--- src/hw/rtl/rfu_pkg.sv ---
package rfu_pkg;

  localparam logic [7:0] HdrByte  = 8'hBB;
  localparam logic [7:0] TailByte = 8'h7E;

  localparam logic [7:0] AddrReset = 8'h02;
  localparam logic [7:0] CmdReset  = 8'h22;

  localparam int unsigned CfgIdxW = 1;
  localparam logic [CfgIdxW-1:0] CFG_EXP_ADDR = 1'd0;
  localparam logic [CfgIdxW-1:0] CFG_EXP_CMD  = 1'd1;

  localparam logic [2:0] PH_WAIT = 3'd0;
  localparam logic [2:0] PH_ADDR = 3'd1;
  localparam logic [2:0] PH_CMD  = 3'd2;
  localparam logic [2:0] PH_LENH = 3'd3;
  localparam logic [2:0] PH_LENL = 3'd4;
  localparam logic [2:0] PH_DATA = 3'd5;
  localparam logic [2:0] PH_CSUM = 3'd6;
  localparam logic [2:0] PH_TAIL = 3'd7;

  localparam logic [2:0] ST_OK      = 3'd0;
  localparam logic [2:0] ST_NOHDR   = 3'd1;
  localparam logic [2:0] ST_EARLY   = 3'd2;
  localparam logic [2:0] ST_ADDRCMD = 3'd3;
  localparam logic [2:0] ST_CSUM    = 3'd4;
  localparam logic [2:0] ST_JUNK    = 3'd5;

  typedef struct packed {
    logic        is_frame_end;
    logic [7:0]  payload_byte;
    logic [15:0] payload_index;
    logic [2:0]  frame_status;
    logic [15:0] frame_length;
  } rfu_res_t;

endpackage

--- src/hw/rtl/rfu_in_reg.sv ---
module rfu_in_reg (
  input  logic       clk_i,
  input  logic       rst_ni,
  input  logic       valid_i,
  output logic       ready_o,
  input  logic [7:0] byte_i,
  input  logic       take_i,
  output logic       valid_o,
  output logic [7:0] byte_o
);

  logic       valid_q, valid_d;
  logic [7:0] byte_q;

  assign ready_o = !valid_q || take_i;
  assign valid_o = valid_q;
  assign byte_o  = byte_q;

  always_comb begin
    valid_d = valid_q;
    if (ready_o) begin
      valid_d = valid_i;
    end
  end

  always_ff @(posedge clk_i or negedge rst_ni) begin
    if (!rst_ni) begin
      valid_q <= 1'b0;
    end else begin
      valid_q <= valid_d;
    end
  end

  always_ff @(posedge clk_i) begin
    if (ready_o && valid_i) begin
      byte_q <= byte_i;
    end
  end

endmodule

--- src/hw/rtl/rfu_core.sv ---
module rfu_core (
  input  logic            clk_i,
  input  logic            rst_ni,
  input  logic            step_i,
  input  logic [7:0]      rx_byte_i,
  input  logic [7:0]      exp_addr_i,
  input  logic [7:0]      exp_cmd_i,
  output logic            res_valid_o,
  output rfu_pkg::rfu_res_t res_o
);
  import rfu_pkg::*;

  logic [2:0]  phase_q, phase_d;
  logic [7:0]  addr_q, addr_d;
  logic [7:0]  cmd_q, cmd_d;
  logic [15:0] len_q, len_d;
  logic [15:0] cnt_q, cnt_d;
  logic [7:0]  sum_q, sum_d;
  logic [7:0]  csum_q, csum_d;
  logic        junk_q, junk_d;
  logic [15:0] len_low;
  logic [15:0] cnt_inc;
  logic [7:0]  sum_add;

  assign len_low = {len_q[15:8], rx_byte_i};
  assign cnt_inc = cnt_q + 16'd1;
  assign sum_add = sum_q + rx_byte_i;

  always_comb begin
    phase_d     = phase_q;
    addr_d      = addr_q;
    cmd_d       = cmd_q;
    len_d       = len_q;
    cnt_d       = cnt_q;
    sum_d       = sum_q;
    csum_d      = csum_q;
    junk_d      = junk_q;
    res_valid_o = 1'b0;
    res_o       = '0;

    if (phase_q == PH_WAIT) begin
      if (rx_byte_i != HdrByte) begin
        res_valid_o        = 1'b1;
        res_o.is_frame_end = 1'b1;
        res_o.frame_status = ST_NOHDR;
        junk_d             = 1'b0;
      end else begin
        phase_d = PH_ADDR;
        addr_d  = '0;
        cmd_d   = '0;
        len_d   = '0;
        cnt_d   = '0;
        sum_d   = '0;
        csum_d  = '0;
        junk_d  = 1'b0;
      end
    end else if (phase_q == PH_TAIL) begin
      if (rx_byte_i != TailByte) begin
        junk_d = 1'b1;
      end else begin
        res_valid_o        = 1'b1;
        res_o.is_frame_end = 1'b1;
        res_o.frame_length = len_q;
        phase_d            = PH_WAIT;
        junk_d             = 1'b0;
        // Address or command mismatch outranks the checksum, which outranks junk.
        if (addr_q != exp_addr_i || cmd_q != exp_cmd_i) begin
          res_o.frame_status = ST_ADDRCMD;
        end else if (csum_q != sum_q) begin
          res_o.frame_status = ST_CSUM;
        end else if (junk_q) begin
          res_o.frame_status = ST_JUNK;
        end else begin
          res_o.frame_status = ST_OK;
        end
      end
    end else if (rx_byte_i == TailByte) begin
      res_valid_o        = 1'b1;
      res_o.is_frame_end = 1'b1;
      res_o.frame_status = ST_EARLY;
      res_o.frame_length = len_q;
      phase_d            = PH_WAIT;
      junk_d             = 1'b0;
    end else begin
      case (phase_q)
        PH_ADDR: begin
          addr_d  = rx_byte_i;
          sum_d   = sum_add;
          phase_d = PH_CMD;
        end
        PH_CMD: begin
          cmd_d   = rx_byte_i;
          sum_d   = sum_add;
          phase_d = PH_LENH;
        end
        PH_LENH: begin
          len_d   = {rx_byte_i, 8'h00};
          sum_d   = sum_add;
          phase_d = PH_LENL;
        end
        PH_LENL: begin
          len_d   = len_low;
          sum_d   = sum_add;
          cnt_d   = '0;
          phase_d = (len_low == 16'd0) ? PH_CSUM : PH_DATA;
        end
        PH_DATA: begin
          res_valid_o         = 1'b1;
          res_o.payload_byte  = rx_byte_i;
          res_o.payload_index = cnt_q;
          res_o.frame_length  = len_q;
          sum_d               = sum_add;
          cnt_d               = cnt_inc;
          if (cnt_inc >= len_q) begin
            phase_d = PH_CSUM;
          end
        end
        default: begin
          csum_d  = rx_byte_i;
          junk_d  = 1'b0;
          phase_d = PH_TAIL;
        end
      endcase
    end
  end

  always_ff @(posedge clk_i or negedge rst_ni) begin
    if (!rst_ni) begin
      phase_q <= PH_WAIT;
      addr_q  <= '0;
      cmd_q   <= '0;
      len_q   <= '0;
      cnt_q   <= '0;
      sum_q   <= '0;
      csum_q  <= '0;
      junk_q  <= 1'b0;
    end else if (step_i) begin
      phase_q <= phase_d;
      addr_q  <= addr_d;
      cmd_q   <= cmd_d;
      len_q   <= len_d;
      cnt_q   <= cnt_d;
      sum_q   <= sum_d;
      csum_q  <= csum_d;
      junk_q  <= junk_d;
    end
  end

endmodule

--- src/hw/rtl/rfu_out_reg.sv ---
module rfu_out_reg (
  input  logic              clk_i,
  input  logic              rst_ni,
  input  logic              load_i,
  input  rfu_pkg::rfu_res_t res_i,
  output logic              can_load_o,
  output logic              valid_o,
  input  logic              ready_i,
  output rfu_pkg::rfu_res_t res_o
);
  import rfu_pkg::*;

  logic     valid_q, valid_d;
  rfu_res_t res_q;

  assign can_load_o = !valid_q || ready_i;
  assign valid_o    = valid_q;
  assign res_o      = res_q;

  always_comb begin
    valid_d = valid_q;
    if (load_i) begin
      valid_d = 1'b1;
    end else if (ready_i) begin
      valid_d = 1'b0;
    end
  end

  always_ff @(posedge clk_i or negedge rst_ni) begin
    if (!rst_ni) begin
      valid_q <= 1'b0;
    end else begin
      valid_q <= valid_d;
    end
  end

  always_ff @(posedge clk_i) begin
    if (load_i) begin
      res_q <= res_i;
    end
  end

endmodule

--- src/hw/rtl/rfid_uart_frame_parser.sv ---
// Frame parser for a UHF RFID reader link: header 0xBB, address, command,
// 16-bit big-endian length, payload, checksum, tail 0x7E.
// The rx channel takes one UART byte per request. The res channel returns
// one request for each payload byte (is_frame_end low) and one status
// request at the end of each frame attempt (is_frame_end high); header,
// address, command, length and checksum bytes return nothing.
// The cfg channel writes the expected address (index 0) and command
// (index 1); it is always ready and the values are checked at the tail.
// A byte passes an input register and then the parser logic into an output
// register, from which its result shows on the res outputs. The parser state
// is updated by one byte in each cycle in which it steps, so one byte per
// cycle is sustained while the receiver keeps up.
// When the receiver stalls, the held result stays unchanged and the input
// register can still take one more byte before rx_ready_o drops.
// Reset empties both registers, returns the parser to waiting for a header
// and loads the expected address 0x02 and command 0x22.
module rfid_uart_frame_parser (
  input  logic                        clk_i,
  input  logic                        rst_ni,
  input  logic                        rx_valid_i,
  output logic                        rx_ready_o,
  input  logic [7:0]                  rx_byte_i,
  output logic                        res_valid_o,
  input  logic                        res_ready_i,
  output logic                        is_frame_end_o,
  output logic [7:0]                  payload_byte_o,
  output logic [15:0]                 payload_index_o,
  output logic [2:0]                  frame_status_o,
  output logic [15:0]                 frame_length_o,
  input  logic                        cfg_valid_i,
  output logic                        cfg_ready_o,
  input  logic [rfu_pkg::CfgIdxW-1:0] cfg_index_i,
  input  logic [7:0]                  cfg_data_i
);
  import rfu_pkg::*;

  logic       in_valid;
  logic [7:0] in_byte;
  logic       out_can_load;
  logic       step;
  logic       core_res_valid;
  rfu_res_t   core_res;
  rfu_res_t   out_res;
  logic [7:0] exp_addr_q;
  logic [7:0] exp_cmd_q;

  assign step        = in_valid && out_can_load;
  assign cfg_ready_o = 1'b1;

  always_ff @(posedge clk_i or negedge rst_ni) begin
    if (!rst_ni) begin
      exp_addr_q <= AddrReset;
      exp_cmd_q  <= CmdReset;
    end else if (cfg_valid_i) begin
      case (cfg_index_i)
        CFG_EXP_ADDR: exp_addr_q <= cfg_data_i;
        CFG_EXP_CMD:  exp_cmd_q  <= cfg_data_i;
        default: begin
        end
      endcase
    end
  end

  rfu_in_reg u_in_reg (
    .clk_i   (clk_i),
    .rst_ni  (rst_ni),
    .valid_i (rx_valid_i),
    .ready_o (rx_ready_o),
    .byte_i  (rx_byte_i),
    .take_i  (step),
    .valid_o (in_valid),
    .byte_o  (in_byte)
  );

  rfu_core u_core (
    .clk_i       (clk_i),
    .rst_ni      (rst_ni),
    .step_i      (step),
    .rx_byte_i   (in_byte),
    .exp_addr_i  (exp_addr_q),
    .exp_cmd_i   (exp_cmd_q),
    .res_valid_o (core_res_valid),
    .res_o       (core_res)
  );

  rfu_out_reg u_out_reg (
    .clk_i      (clk_i),
    .rst_ni     (rst_ni),
    .load_i     (step && core_res_valid),
    .res_i      (core_res),
    .can_load_o (out_can_load),
    .valid_o    (res_valid_o),
    .ready_i    (res_ready_i),
    .res_o      (out_res)
  );

  assign is_frame_end_o  = out_res.is_frame_end;
  assign payload_byte_o  = out_res.payload_byte;
  assign payload_index_o = out_res.payload_index;
  assign frame_status_o  = out_res.frame_status;
  assign frame_length_o  = out_res.frame_length;

endmodule

--- config.mk ---
export PLATFORM = sky130hd
export DESIGN_NAME = rfid_uart_frame_parser
export DESIGN_NICKNAME = d
export VERILOG_FILES = /design/src/hw/rtl/rfu_pkg.sv /design/src/hw/rtl/rfu_in_reg.sv /design/src/hw/rtl/rfu_core.sv /design/src/hw/rtl/rfu_out_reg.sv /design/src/hw/rtl/rfid_uart_frame_parser.sv
export SDC_FILE = /design/constraint.sdc
export NUM_CORES = 1
export LEC_CHECK = 0
export BUFFER_PORTS_ARGS = -buffer_cell sky130_fd_sc_hd__buf_2
export CAP_MARGIN = 20
export CORE_MARGIN = 4
export CORE_UTILIZATION = 59
export CTS_CLUSTER_SIZE = 25
export DETAILED_ROUTE_END_ITERATION = 10
export PLACE_DENSITY_LB_ADDON = 0.05
export SYNTH_ARGS = -nofsm -noshare
export SYNTH_HDL_FRONTEND = slang
export SYNTH_SLANG_ARGS = --single-unit
--- constraint.sdc ---
create_clock -name clk_i -period 5.4 [get_ports clk_i]
set_input_delay 0.27 -clock clk_i [delete_from_list [all_inputs] [get_ports clk_i]]
set_output_delay 0.27 -clock clk_i [all_outputs]
set_load 0.1 [all_outputs]
; Yosys cells after proc, flatten, opt, wreduce, memory -nomap -nowiden
; Index checks and enable logic that the tools add are counted.
[word_totals]
reg_bits = 138
in_bits = 22
out_inout_bits = 47
[op_classes]
n_addsub = 2
magnitude_cmp = 1
bitwise_logic = 2
n_reduce_logical = 30
eq_ne = 20
n_mux = 60
[op_table]
columns = op, n
row1 = $mux 16, 9
row2 = $mux 8, 17
row3 = $pmux 16 s2, 2
row4 = $mux 19, 2
row5 = $mux 3, 10
row6 = $reduce_and 5->1, 6
row7 = $ne 8x8->1, 3
row8 = $mux 1, 17
row9 = $add 16x1->16 const B, 1
row10 = $ge 16x16->1, 1
row11 = $logic_not 16->1, 1
row12 = $pmux 3 s5, 1
row13 = $reduce_bool 2->1, 5
row14 = $eq 3x3->1 const B, 3
row15 = $add 8x8->8, 1
row16 = $eq 8x7->1 const B, 1
row17 = $ne 2x1->1 const B, 4
row18 = $ne 8x7->1 const B, 1
row19 = $ne 8x8->1 const B, 1
row20 = $eq 3x2->1 const B, 2
row21 = $reduce_and 2->1, 3
row22 = $reduce_and 6->1, 1
row23 = $reduce_bool 3->1, 2
row24 = $ne 5x1->1 const B, 1
row25 = other kinds (13), 20

; Logic depth before layout (Yosys ltp)
; Gate-level depths: netlist of run 1.
[depth]
ltp_word = 7
ltp_mapped = 14

; Cells and area by module
; Synthesis of run 1 repeated with hierarchy kept, for this count alone.
[hier_totals]
hier_cells = 571
hier_area_um2 = 6762.7
[modules_own_cells]
columns = module, instances, seq_area_each_um2, area_per_inst_um2, cells_per_inst
row1 = rfu_core, 1, 1701.6, 4430.5, 473
row2 = rfu_out_reg, 1, 1346.3, 1368.8, 47
row3 = rfid_uart_frame_parser, 1, 404.1, 669.4, 39
row4 = rfu_in_reg, 1, 265.3, 294.0, 12

; Worst setup path before layout of run 1
; Ideal clock, no wire load.
[synth_timing]
path_kind = reg-to-reg
startpoint = register u_in_reg.byte_q[5], in the netlist u_in_reg.byte_o[5]
endpoint = register u_out_reg.res_q (netlist bit u_out_reg.res_o[0]), enable pin
path_slack_ns = 1.566
t_arrival_ns = 3.388
setup_time_ns = 0.445
required_ns = 4.955
path_buffers = 1
synth_period_minus_slack_ns = 3.834
stages_incl_launch_ff = 7
path_cell_list = edfxtp_1 > nand4_1 > or4_1 > clkbuf_1 > a21oi_1 > a21oi_1 > nor2_1
[synth_via]
elab_chain_len = 5
[synth_lines]
columns = item, line_no
row1 = "start, declared", rfu_in_reg.sv:13  ; logic [7:0] byte_q;
row2 = "start signal, assigned", rfu_in_reg.sv:36  ; byte_q <= byte_i;
row3 = $eq 8x7->1 or $ne 8x7->1 (tied branches), "rfu_core.sv:77, rfu_core.sv:58"
row4 = "$mux 1, on equally long branches", "rfu_core.sv:77, rfu_core.sv:58"
row5 = $mux 1, rfu_core.sv:57  ; end else if (phase_q == PH_TAIL) begin
row6 = $mux 1 (*), rfu_core.sv:41  ; if (phase_q == PH_WAIT) begin
row7 = $logic_and 1x1->1 (*), rfid_uart_frame_parser.sv:89  ; .load_i (step && core_res_valid),
row8 = via u_out_reg.load_i, rfu_out_reg.sv:4  ; input logic load_i,
row9 = "end signal, assigned", rfu_out_reg.sv:39  ; res_q <= res_i;
row10 = "end, declared", rfu_out_reg.sv:14  ; rfu_res_t res_q;
; The timed path passes the listed nets; every way through them passes the cells marked *.
; A chain may end at the register's enable or synchronous reset.

; Worst setup path in the final report of run 1
[layout_timing]
startpoint = register u_core.cnt_q[0]
endpoint = register u_core.phase_q[0]
[layout_via]
elab_chain_len = 4
[layout_lines]
columns = item, line_no
row1 = "start, declared", rfu_core.sv:17  ; logic [15:0] cnt_q, cnt_d;
row2 = "start signal, assigned", rfu_core.sv:142  ; cnt_q <= cnt_d;
row3 = $add 16x1->16, rfu_core.sv:26  ; assign cnt_inc = cnt_q + 16'd1;
row4 = $ge 16x16->1, rfu_core.sv:114  ; if (cnt_inc >= len_q) begin
row5 = $ne 5x1->1 (no line), n/a
row6 = $reduce_and 4->1 (no line), n/a
row7 = "end signal, assigned", rfu_core.sv:138  ; phase_q <= phase_d;
row8 = "end, declared", rfu_core.sv:13  ; logic [2:0] phase_q, phase_d;
; Every way passes these cells.

==> flow_summary.toml, run 1 <==
[worst_setup_path]
startpoint = "u_core.cnt_q[0]"
cp-start-kind = "flip-flop"
cp_cell_sequence = "ha_1 > nand3_1 > nor2_1 > nand2_1 > nor2_1 > xnor2_1 > ha_1 > o21ai_0 > nor2_1 > or4_1 > a211oi_1 > nor2_2 > mux2i_1 > o211ai_1"
max_stage_delay_ps = 460
crit_type = "reg2reg"
crit_path_end_kind = "flip-flop"
critPathTopFamily = "simple AND/OR/NAND/NOR gates"
crit_buf_inv = 0
reg2reg_from = "u_core.cnt_q[0]"
arrival_ps = 3870
crit_fanout = 7
cpMaxStageDelayCell = "dfrtp_1"
critical_path.most_common_cell = "nor2_1"
cp.required_ps = 5670

[placed_design]
gp_congestion = 0.902
hpwl_mm = 10.8
port_buffers = 67
placed_cell_area_um2 = 7180
dpl.cell_count = 777

[synth]
yosysSeqAreaShare = 0.554
yosys_warnings = 0
synth-edff-count = 52
ys_async_sr_fraction = 0.623
ys.flop_type = "dfrtp_1"
synth_nets = 638
syn_inst = 591
ys_seq_elements = 138
syn_area_per_cell_um2 = 11.4
synth_area_um2 = 6710
yosys.cell_types.count = 53

[sta]
slew_viol_final = 0
tightest_slew_ps = 1030
rsz0062_at_grt = "false"
report.final.setup_viol = 0
period_minus_slack_ps = 3590
setup_tns_ps = 0
hold_violations = 0
skew_ps = 5.07
fin_crit_sh = 0.665
max_freq_mhz = 278
relSlewSlack = 0.315

[finish]
final_area_um2 = 7740
final_common_cell = "dfrtp_1"
drive_above_1_share = 0.222
seqCellArea_um2 = 3720
multi_input_area_um2 = 2810
final_cell_mix = "dfrtp_1, buf_2, nand2_1"
utilization = 0.705
final_cells = 812
nNetsFinal = 706
n_fill_cell = 848
syn_to_final_growth_pct = 15.4
antenna_cells = 0

[clocking]
cts.sinks = 138
clk_latency_ps = 410
cts_tree = "built"
htreeDepth = 4
clkTransAtPathRegs_ps = 50
cts-root-buf = "clkbuf_16"
clockBufferDepth = 2
numCtsBuffers = 17

[grt]
gr-total-overflow = 0
grt_max_degree = 76
grtUsageTotal = 0.246
grt_pass1_vias = 4669
antenna_found_initial = 0
grt_pass1_wl_mm = 24.7

[floorplanning]
die_area_um2 = 13100
design.core.area_um2 = 11000
die_y_um = 115
die_w_um = 115
pin_count = 69
start_util = 0.611
fp-row-count = 38

[power_and_ir_drop]
ir_drop_mv = 0.340
leakagePower_nw = 3.41
p_per_area_nw_per_um2 = 402

[run_status]
status = "complete, no violations"

[detailed_routing]
route.detailed.drc = 0
wl_per_cell_um = 18.8
antenna_left = 0
first_pass_iters = 5
vias = 4811
drt_iter0_markers = 467
viasPerCell = 5.92
routed_wl_mm = 15.3

[min_path]
min_from = "rx_byte_i[7]"
hp-class = "in2reg"

[flow_run]
cap_violations = 0
==> flip-flops by register name, summed over array words and instances (netlist names) <==
signal / flops
u_core.cnt_q: 16
u_core.junk_q: 1
u_in_reg.valid_o: 1
u_core.addr_q: 8
u_out_reg.valid_o: 1
exp_addr_q: 8
u_core.sum_q: 8
u_in_reg.byte_o: 8
u_core.phase_q: 3
exp_cmd_q: 8
u_core.len_q: 16
u_core.csum_q: 8
u_out_reg.res_o: 44
u_core.cmd_q: 8
==> metal layers <==
metal,track usage,part of all wire,up-vias
li1,-,-,2258
met1,0.351,0.45,2356
met2,0.377,0.46,174
met3,0.0571,0.065,23
met4,0.0752,0.016,0
met5,0,0,-
==> path summary, 6_finish.rpt <==
| kind | to | slack (ps) | cells past startpoint |
|---|---|---|---|
| min reg2reg | u_core.len_q[3] | 470 | 2 |
| min in group asynchronous | u_core.cnt_q[5] | 240 | 2 |
| max | u_core.phase_q[0] | 1810 | 14 |
| min | u_in_reg.byte_o[7] | 30 | 1 |
| max reg2reg | u_core.phase_q[0] | 1810 | 14 |
| max in group asynchronous | u_core.sum_q[4] | 3960 | 3 |
==> what timing repair did <==
| action | 4_1_cts | 5_1_grt |
|---|---|---|
| buffers inserted | 0 | 0 |
| resized for setup | 0 | 0 |
| endpoints found under the hold margin | 11 | 0 |
| hold buffers | 1 | 0 |
| endpoints found under the setup margin | 0 | 0 |
==> through the flow <==
| step | hold slack, ps | worst slack [ps] | total power (W) |
|---|---|---|---|
| 3_5_place_dp | 122 | 2030 | 0.00206 |
| 3_3_place_gp | 117 | 2080 | 0.00203 |
| 5_1_grt | 17.7 | 1480 | 0.00330 |
| 4_1_cts | 14.6 | 1860 | 0.00313 |
| 2_1_floorplan | -25.6 | 1570 | 0.00188 |
| 6_report | 31.7 | 1810 | 0.00311 |
==> power by group <==
group,switching (W),internal (W)
clock network,0.000393,0.000669
registers,0.000161,0.00127
logic,0.000323,0.000297
total,0.000878,0.00224
==> cell type report <==
class	count	area share
multi-input combinational	404	0.363
tap	140	0.0226
inverter	24	0.0116
clock inverter	3	0.00517
sequential	138	0.480
timing repair buffer	74	0.0530
clock buffer	29	0.0647
==> synthesized netlist by cell type, types with 5 or more instances <==
library cell | number | area, µm²
dfrtp_1 | 83 | 2080
nand2_1 | 62 | 233
edfxtp_1 | 52 | 1560
nor2_1 | 42 | 158
mux2_2 | 41 | 462
xor2_1 | 34 | 298
o21ai_0 | 33 | 165
and3_1 | 25 | 156
ha_1 | 24 | 300
inv_1 | 24 | 90.1
clkbuf_1 | 18 | 67.6
a21oi_1 | 13 | 65.1
nand3_1 | 11 | 55.1
nor2b_1 | 11 | 68.8
nor4_1 | 11 | 68.8
xnor2_1 | 9 | 78.8
a32o_1 | 8 | 80.1
nand4_1 | 6 | 37.5
nor3_1 | 6 | 30.0
o41ai_1 | 6 | 52.6
a21o_1 | 5 | 37.5
and2_1 | 5 | 31.3
buf_2 | 5 | 25.0
nand2b_1 | 5 | 31.3
o31ai_1 | 5 | 37.5
==> kinds of logic after synthesis <==
logic type,count (synthesis),share of synthesized area
DFF,138,0.554
and+or+nand+nor,198,0.150
xor gates and xnor gates,43,0.0561
adders and majority gates,25,0.0477
other,1,0.000559
AOI/OAI and AO/OA,95,0.0925
muxes,42,0.0703
buffers and inverters,49,0.0289
Power figures use the tool's default switching activity.
==> run 2, diff against run 1 <==
ABC_AREA = 1   (was default)
CORE_UTILIZATION = 54   (was 59)
clock period = 2.91 ns   (was 5.4 ns; I/O delays follow)
==> run 2 against run 1 <==
Via count up 9.9%. First-iteration DRC count decreased by 32%. Non-clock buffer count is 17 higher. Critical endpoint unchanged. Largest cell class unchanged.
==> flow_summary.toml, run 2 <==
[sta]
slew_viol_final = 0
setup_tns_ps = 0
fin_crit_sh = 0.910
hold_violations = 0
relSlewSlack = 0.567
period_minus_slack_ps = 2650
report.final.setup_viol = 0
skew_ps = 7.45
tightest_slew_ps = 650
max_freq_mhz = 378

[floorplanning]
pin_count = 69
fp-row-count = 41
die_w_um = 121
die_area_um2 = 14700
design.core.area_um2 = 12600
die_y_um = 121
start_util = 0.551

[finish]
final_cell_mix = "nand2_1, inv_1, dfrtp_1"
final_area_um2 = 8120
nNetsFinal = 879
syn_to_final_growth_pct = 17.1
final_common_cell = "nand2_1"
antenna_cells = 0
drive_above_1_share = 0.160
largest_reg_flops = 44
n_fill_cell = 1039

[detailed_routing]
routed_wl_mm = 16.0
wl_per_cell_um = 15.7
viasPerCell = 5.20
vias = 5288
drt_iter0_markers = 317
first_pass_iters = 5
antenna_left = 0
route.detailed.drc = 0

[worst_setup_path]
crit_fanout = 5
cp_cell_sequence = "inv_1 > nor3_4 > nand3_1 > nor3_2 > nand3_1 > nand2_1 > inv_1 > ha_1 > a21oi_1 > nor2_1 > a211oi_1 > nand2_1 > nand2_1 > nand2_1 > nand2_1 > nand2_1 > nand2_1"
critPathTopFamily = "simple AND/OR/NAND/NOR gates"
cpMaxStageDelayCell = "dfrtp_1"
cp-start-kind = "flip-flop"
crit_type = "reg2reg"
startpoint = "u_core.cnt_q[2]"
max_stage_delay_ps = 390
arrival_ps = 3000
crit_path_end_kind = "flip-flop"
cp.required_ps = 3260
crit_buf_inv = 2
reg2reg_from = "u_core.cnt_q[2]"
critical_path.most_common_cell = "nand2_1"

[power_and_ir_drop]
p_comb_frac = 0.417
finalPower_w = 0.00838
p_sw_w = 0.00372
seqPwrFrac = 0.350
p_per_area_nw_per_um2 = 1030
ir_drop_mv = 0.484
leakagePower_nw = 3.77
swShare = 0.445
p_int_w = 0.00465
clockPowerShare = 0.233

[placed_design]
gp_congestion = 0.881
placed_cell_area_um2 = 7390
hpwl_mm = 11.5
port_buffers = 67

[synth]
synth_area_um2 = 6930
yosys.cell_types.count = 43
synth_area_leaders = "dfrtp_1, edfxtp_1, nand2_1, inv_1, ha_1"
synthAdderAreaFrac = 0.0462
synth_top_area_cell = "dfrtp_1"
ys_seq_elements = 138
ys.flop_type = "dfrtp_1"
synth_nets = 790
synth-edff-count = 52
synth_top_family_by_area = "simple AND/OR/NAND/NOR gates"
yosys_warnings = 0
syn_inst = 743
synth_compound_gate_area_share = 0.0887
synth_mux_area_frac = 0
ys_async_sr_fraction = 0.623
syn_area_per_cell_um2 = 9.33
synthSimpleGateAreaFrac = 0.206
yosys-top-cells-count = "nand2_1, inv_1, dfrtp_1"
yosysMostFrequentCell = "nand2_1"
yosysSeqAreaShare = 0.536
synth_xor_area_frac = 0.0430
synth_top_cell_area_share = 0.300

[clocking]
cts_tree = "built"
clk_latency_ps = 420
clockBufferDepth = 2
numCtsBuffers = 17
cts.sinks = 138
cts_setup_buffers = 0
cts-root-buf = "clkbuf_16"
clkTransAtPathRegs_ps = 50
htreeDepth = 4

[run_status]
status = "complete, no violations"

[grt]
grt_pass1_wl_mm = 26.5
grt_pass1_vias = 5247
gr-total-overflow = 0
grt_max_degree = 48
antenna_found_initial = 0
grtUsageTotal = 0.234

[min_path]
min_from = "res_ready_i"
hp-class = "in2reg"

[flow_run]
cap_violations = 0
run 2: cell count changes after synthesis, moves of 11 or more:
| cell | change |
|---|---|
| nand2_1 | +88 |
| inv_1 | +74 |
| mux2_2 | -41 |
| o21ai_0 | +26 |
| and3_1 | -25 |
| nand3_1 | +23 |
| nor3_1 | +21 |
| nor2_1 | +17 |
| clkbuf_1 | -11 |
| nor2b_1 | -11 |
run 2: cells by family (layout without fill, tap and decap cells):
family | count (synthesis) | in the layout
fa+ha+maj | 25 | 25
compound gates | 110 | 110
other cells | 1 | 1
xor+xnor | 34 | 34
flops | 138 | 138
simple gates | 308 | 308
buf+inv | 127 | 229
run 2: tightest hold or removal path, stage by stage:
cell     delay [ps]
buf_2            90
inv_1            50
nand2_1          70
o31ai_1          70
run 2: area by class of cell:
cell class,instances,area (µm²),area share
clock inverters,3,15.0,0.00185
well taps,172,215,0.0265
clock buffers,29,522,0.0643
flip-flops and latches,138,3720,0.458
multi-input cells,478,2680,0.330
inverters,106,403,0.0496
repair buffers,91,563,0.0694
run 2: timing repair:
| action | 4_1_cts | 5_1_grt |
|---|---|---|
| gates resized for setup | 0 | 1 |
| endpoints found under the hold margin | 64 | 0 |
| hold buffers | 18 | 0 |
| endpoints found under the setup margin | 0 | 3 |
run 2: metal layers:
metal  vias up  global-route usage  part of all wire  routed length, µm
met5         -                   0                 0                  0
met3        37              0.0490             0.040                643
li1       2612                   -                 -                  -
met1      2511               0.288              0.42               6720
met4         0               0.104             0.030                473
met2       128               0.398              0.51               8160
run 2: final timing paths:
check | to | slack (ps) | cells past startpoint
hold reg to reg | u_core.cnt_q[15] | 490 | 2
min in group asynchronous | exp_cmd_q[0] | 290 | 2
max in group asynchronous | exp_addr_q[4] | 1870 | 3
setup / recovery | u_core.phase_q[0] | 260 | 17
hold / removal | u_out_reg.valid_o | 70 | 4
setup reg to reg | u_core.phase_q[0] | 260 | 17
run 2: power groups by stage:
stage	clock network, W	registers [W]	logic, W
2_1_floorplan	0	0.00394	0.00183
3_3_place_gp	0	0.00294	0.00340
3_5_place_dp	0	0.00296	0.00346
4_1_cts	0.00198	0.00293	0.00351
5_1_grt	0.00209	0.00299	0.00382
6_report	0.00195	0.00293	0.00349
run 2: through the flow:
| step | util | std cells | hold slack [ps] | worst slack [ps] |
|---|---|---|---|---|
| global route | 0.646 | 1017 | 88.6 | -1.99 |
| global placement | 0.588 | 967 | 205 | 428 |
| CTS | 0.645 | 1017 | 31.6 | 201 |
| floorplan | - | 743 | -150 | 143 |
| finish | 0.646 | 1017 | 67.0 | 263 |
| detailed placement | 0.588 | 967 | 214 | 256 |
==> run 3, diff against run 2 <==
CORE_UTILIZATION = 59   (was 54)
clock period = 3 ns   (was 2.91 ns; I/O delays follow)
==> run 3 against run 2 <==
Cell area up 0.62%. Sequential cell count unchanged. Routed wire length is 1.5% lower. Sequential power down 3%. Utilization up 6.6 points. Setup slack improved by 64 ps. Clock power grew 13%. Maximum frequency down 0.97%. First-iteration DRC count grew 31%. Combinational power down 3%.
==> flow_summary.toml, run 3 (synthesized netlist as in run 2, its figures left out) <==
[floorplanning]
die_w_um = 116
die_area_um2 = 13500
design.core.area_um2 = 11500
fp-row-count = 39
start_util = 0.604
pin_count = 69
die_y_um = 116

[finish]
nNetsFinal = 876
final_cell_mix = "nand2_1, inv_1, dfrtp_1"
syn_to_final_growth_pct = 17.8
final_common_cell = "nand2_1"
largest_reg_flops = 44
drive_above_1_share = 0.169
antenna_cells = 0

[grt]
gr-total-overflow = 0
grt_max_degree = 87
antenna_found_initial = 0
grtUsageTotal = 0.252
grt_pass1_wl_mm = 26.2
grt_pass1_vias = 5342

[sta]
setup_ws_ps = 328
max_freq_mhz = 374
setup_tns_ps = 0
skew_ps = 6.64
period_minus_slack_ps = 2670
fin_crit_sh = 0.891
report.final.setup_viol = 0
hold_violations = 0
rsz0062_at_grt = "false"
slew_viol_final = 0
relSlewSlack = 0.577
tightest_slew_ps = 635

[detailed_routing]
vias = 5226
viasPerCell = 5.31
wl_per_cell_um = 16.0
route.detailed.drc = 0
antenna_left = 0
first_pass_iters = 5
routed_wl_mm = 15.8
drt_iter0_markers = 416

[placed_design]
gp_congestion = 0.915
hpwl_mm = 11.1
place_ws_ps = 356
port_buffers = 67

[clocking]
cts_tree = "built"
cts-root-buf = "clkbuf_16"
cts.sinks = 138
clockBufferDepth = 2
clkTransAtPathRegs_ps = 60
clk_latency_ps = 420
htreeDepth = 4
numCtsBuffers = 17
cts_setup_buffers = 0

[min_path]
hold_path_end = "exp_cmd_q[4]"
min_from = "cfg_data_i[4]"
whs_path_depth = 3
hp-class = "in2reg"

[worst_setup_path]
cp-start-kind = "flip-flop"
crit_fanout = 5
reg2reg_from = "u_core.cnt_q[2]"
crit_path_end_kind = "flip-flop"
arrival_ps = 3030
ff2ff_path_depth = 17
rrSetupSlack_ps = 330
r2r-end = "u_core.phase_q[2]"
cp.required_ps = 3360
crit_type = "reg2reg"

[run_status]
status = "complete, no violations"

[power_and_ir_drop]
p_per_area_nw_per_um2 = 1030
ir_drop_mv = 0.768
leakagePower_nw = 3.81

[flow_run]
cap_violations = 0
## run 3: changes by cell type in the layout (fill, tap and decap cells not counted), sizes merged, moves of 2 or more
cell         previous run  this run
bufinv                  0         3
clkbuf                 29        21
clkinv                  4         6
clkinvlp                0         2
dlygate4sd3            18        16
## run 3: report_power, final
part	switching, W	leakage (nW)	total, W	internal [W]
sequential	0.000318	1.60	0.00285	0.00253
combinational	0.00257	1.90	0.00339	0.000814
clock	0.000779	0.310	0.00220	0.00142
## run 3: cell type report
| class | instances | area, µm² |
|---|---|---|
| Sequential cell | 138 | 3720 |
| Fill cell | 851 | 3300 |
| Multi-Input combinational cell | 478 | 2680 |
| Timing Repair Buffer | 88 | 556 |
| Clock buffer | 21 | 492 |
| Inverter | 106 | 403 |
| Tap cell | 143 | 179 |
| Clock inverter | 11 | 139 |
## run 3: routing by layer
| metal | vias to the layer above | GRT usage | share of wire |
|---|---|---|---|
| met5 | - | 0 | 0 |
| met1 | 2466 | 0.313 | 0.42 |
| met3 | 25 | 0.0539 | 0.042 |
| met2 | 128 | 0.433 | 0.52 |
| met4 | 0 | 0.0936 | 0.018 |
| li1 | 2607 | - | - |
## run 3: worst max-delay path by stage
stage / from / endpoint / cells past startpoint
final: u_core.cnt_q[2] / u_core.phase_q[2] / 17
after global routing: u_core.cnt_q[2] / u_core.phase_q[1] / 17
after CTS: u_core.cnt_q[2] / u_core.phase_q[2] / 17
after detailed placement: u_core.cnt_q[2] / u_core.phase_q[2] / 17
after global placement: u_core.cnt_q[2] / u_core.phase_q[2] / 17
after floorplan: u_out_reg.valid_o / u_out_reg.res_o[0] / 3
## run 3: stage by stage
stage | instances | hold slack [ps] | total power [W] | utilization | cell area (µm²)
detailed placement | 936 | 328 | 0.00622 | 0.640 | 7340
CTS | 984 | 0.754 | 0.00845 | 0.709 | 8130
global route | 985 | 4.73 | 0.00895 | 0.712 | 8170
global placement | 936 | 327 | 0.00612 | 0.640 | 7340
finish | 985 | 16.7 | 0.00843 | 0.712 | 8170
floorplan | 743 | -146 | 0.00560 | - | 6940
## run 3: what timing repair did
item                       CTS  global route
hold endpoints to repair   102             0
hold buffers                16             0
setup endpoints to repair    0             3
gates resized for setup      0             1
## run 3: worst max-delay path: stages (launching register included)
cell	delay, ps
dfrtp_1	400
inv_1	100
nor3_4	290
nand3_1	200
nor3_2	190
nand3_1	90
nand2_1	70
inv_1	60
ha_1	290
a21oi_1	170
nor2_1	70
a211oi_1	200
nand2_1	90
nand2_1	60
nand2_1	90
nand2_1	120
nand2_1	60
nand2_1	60
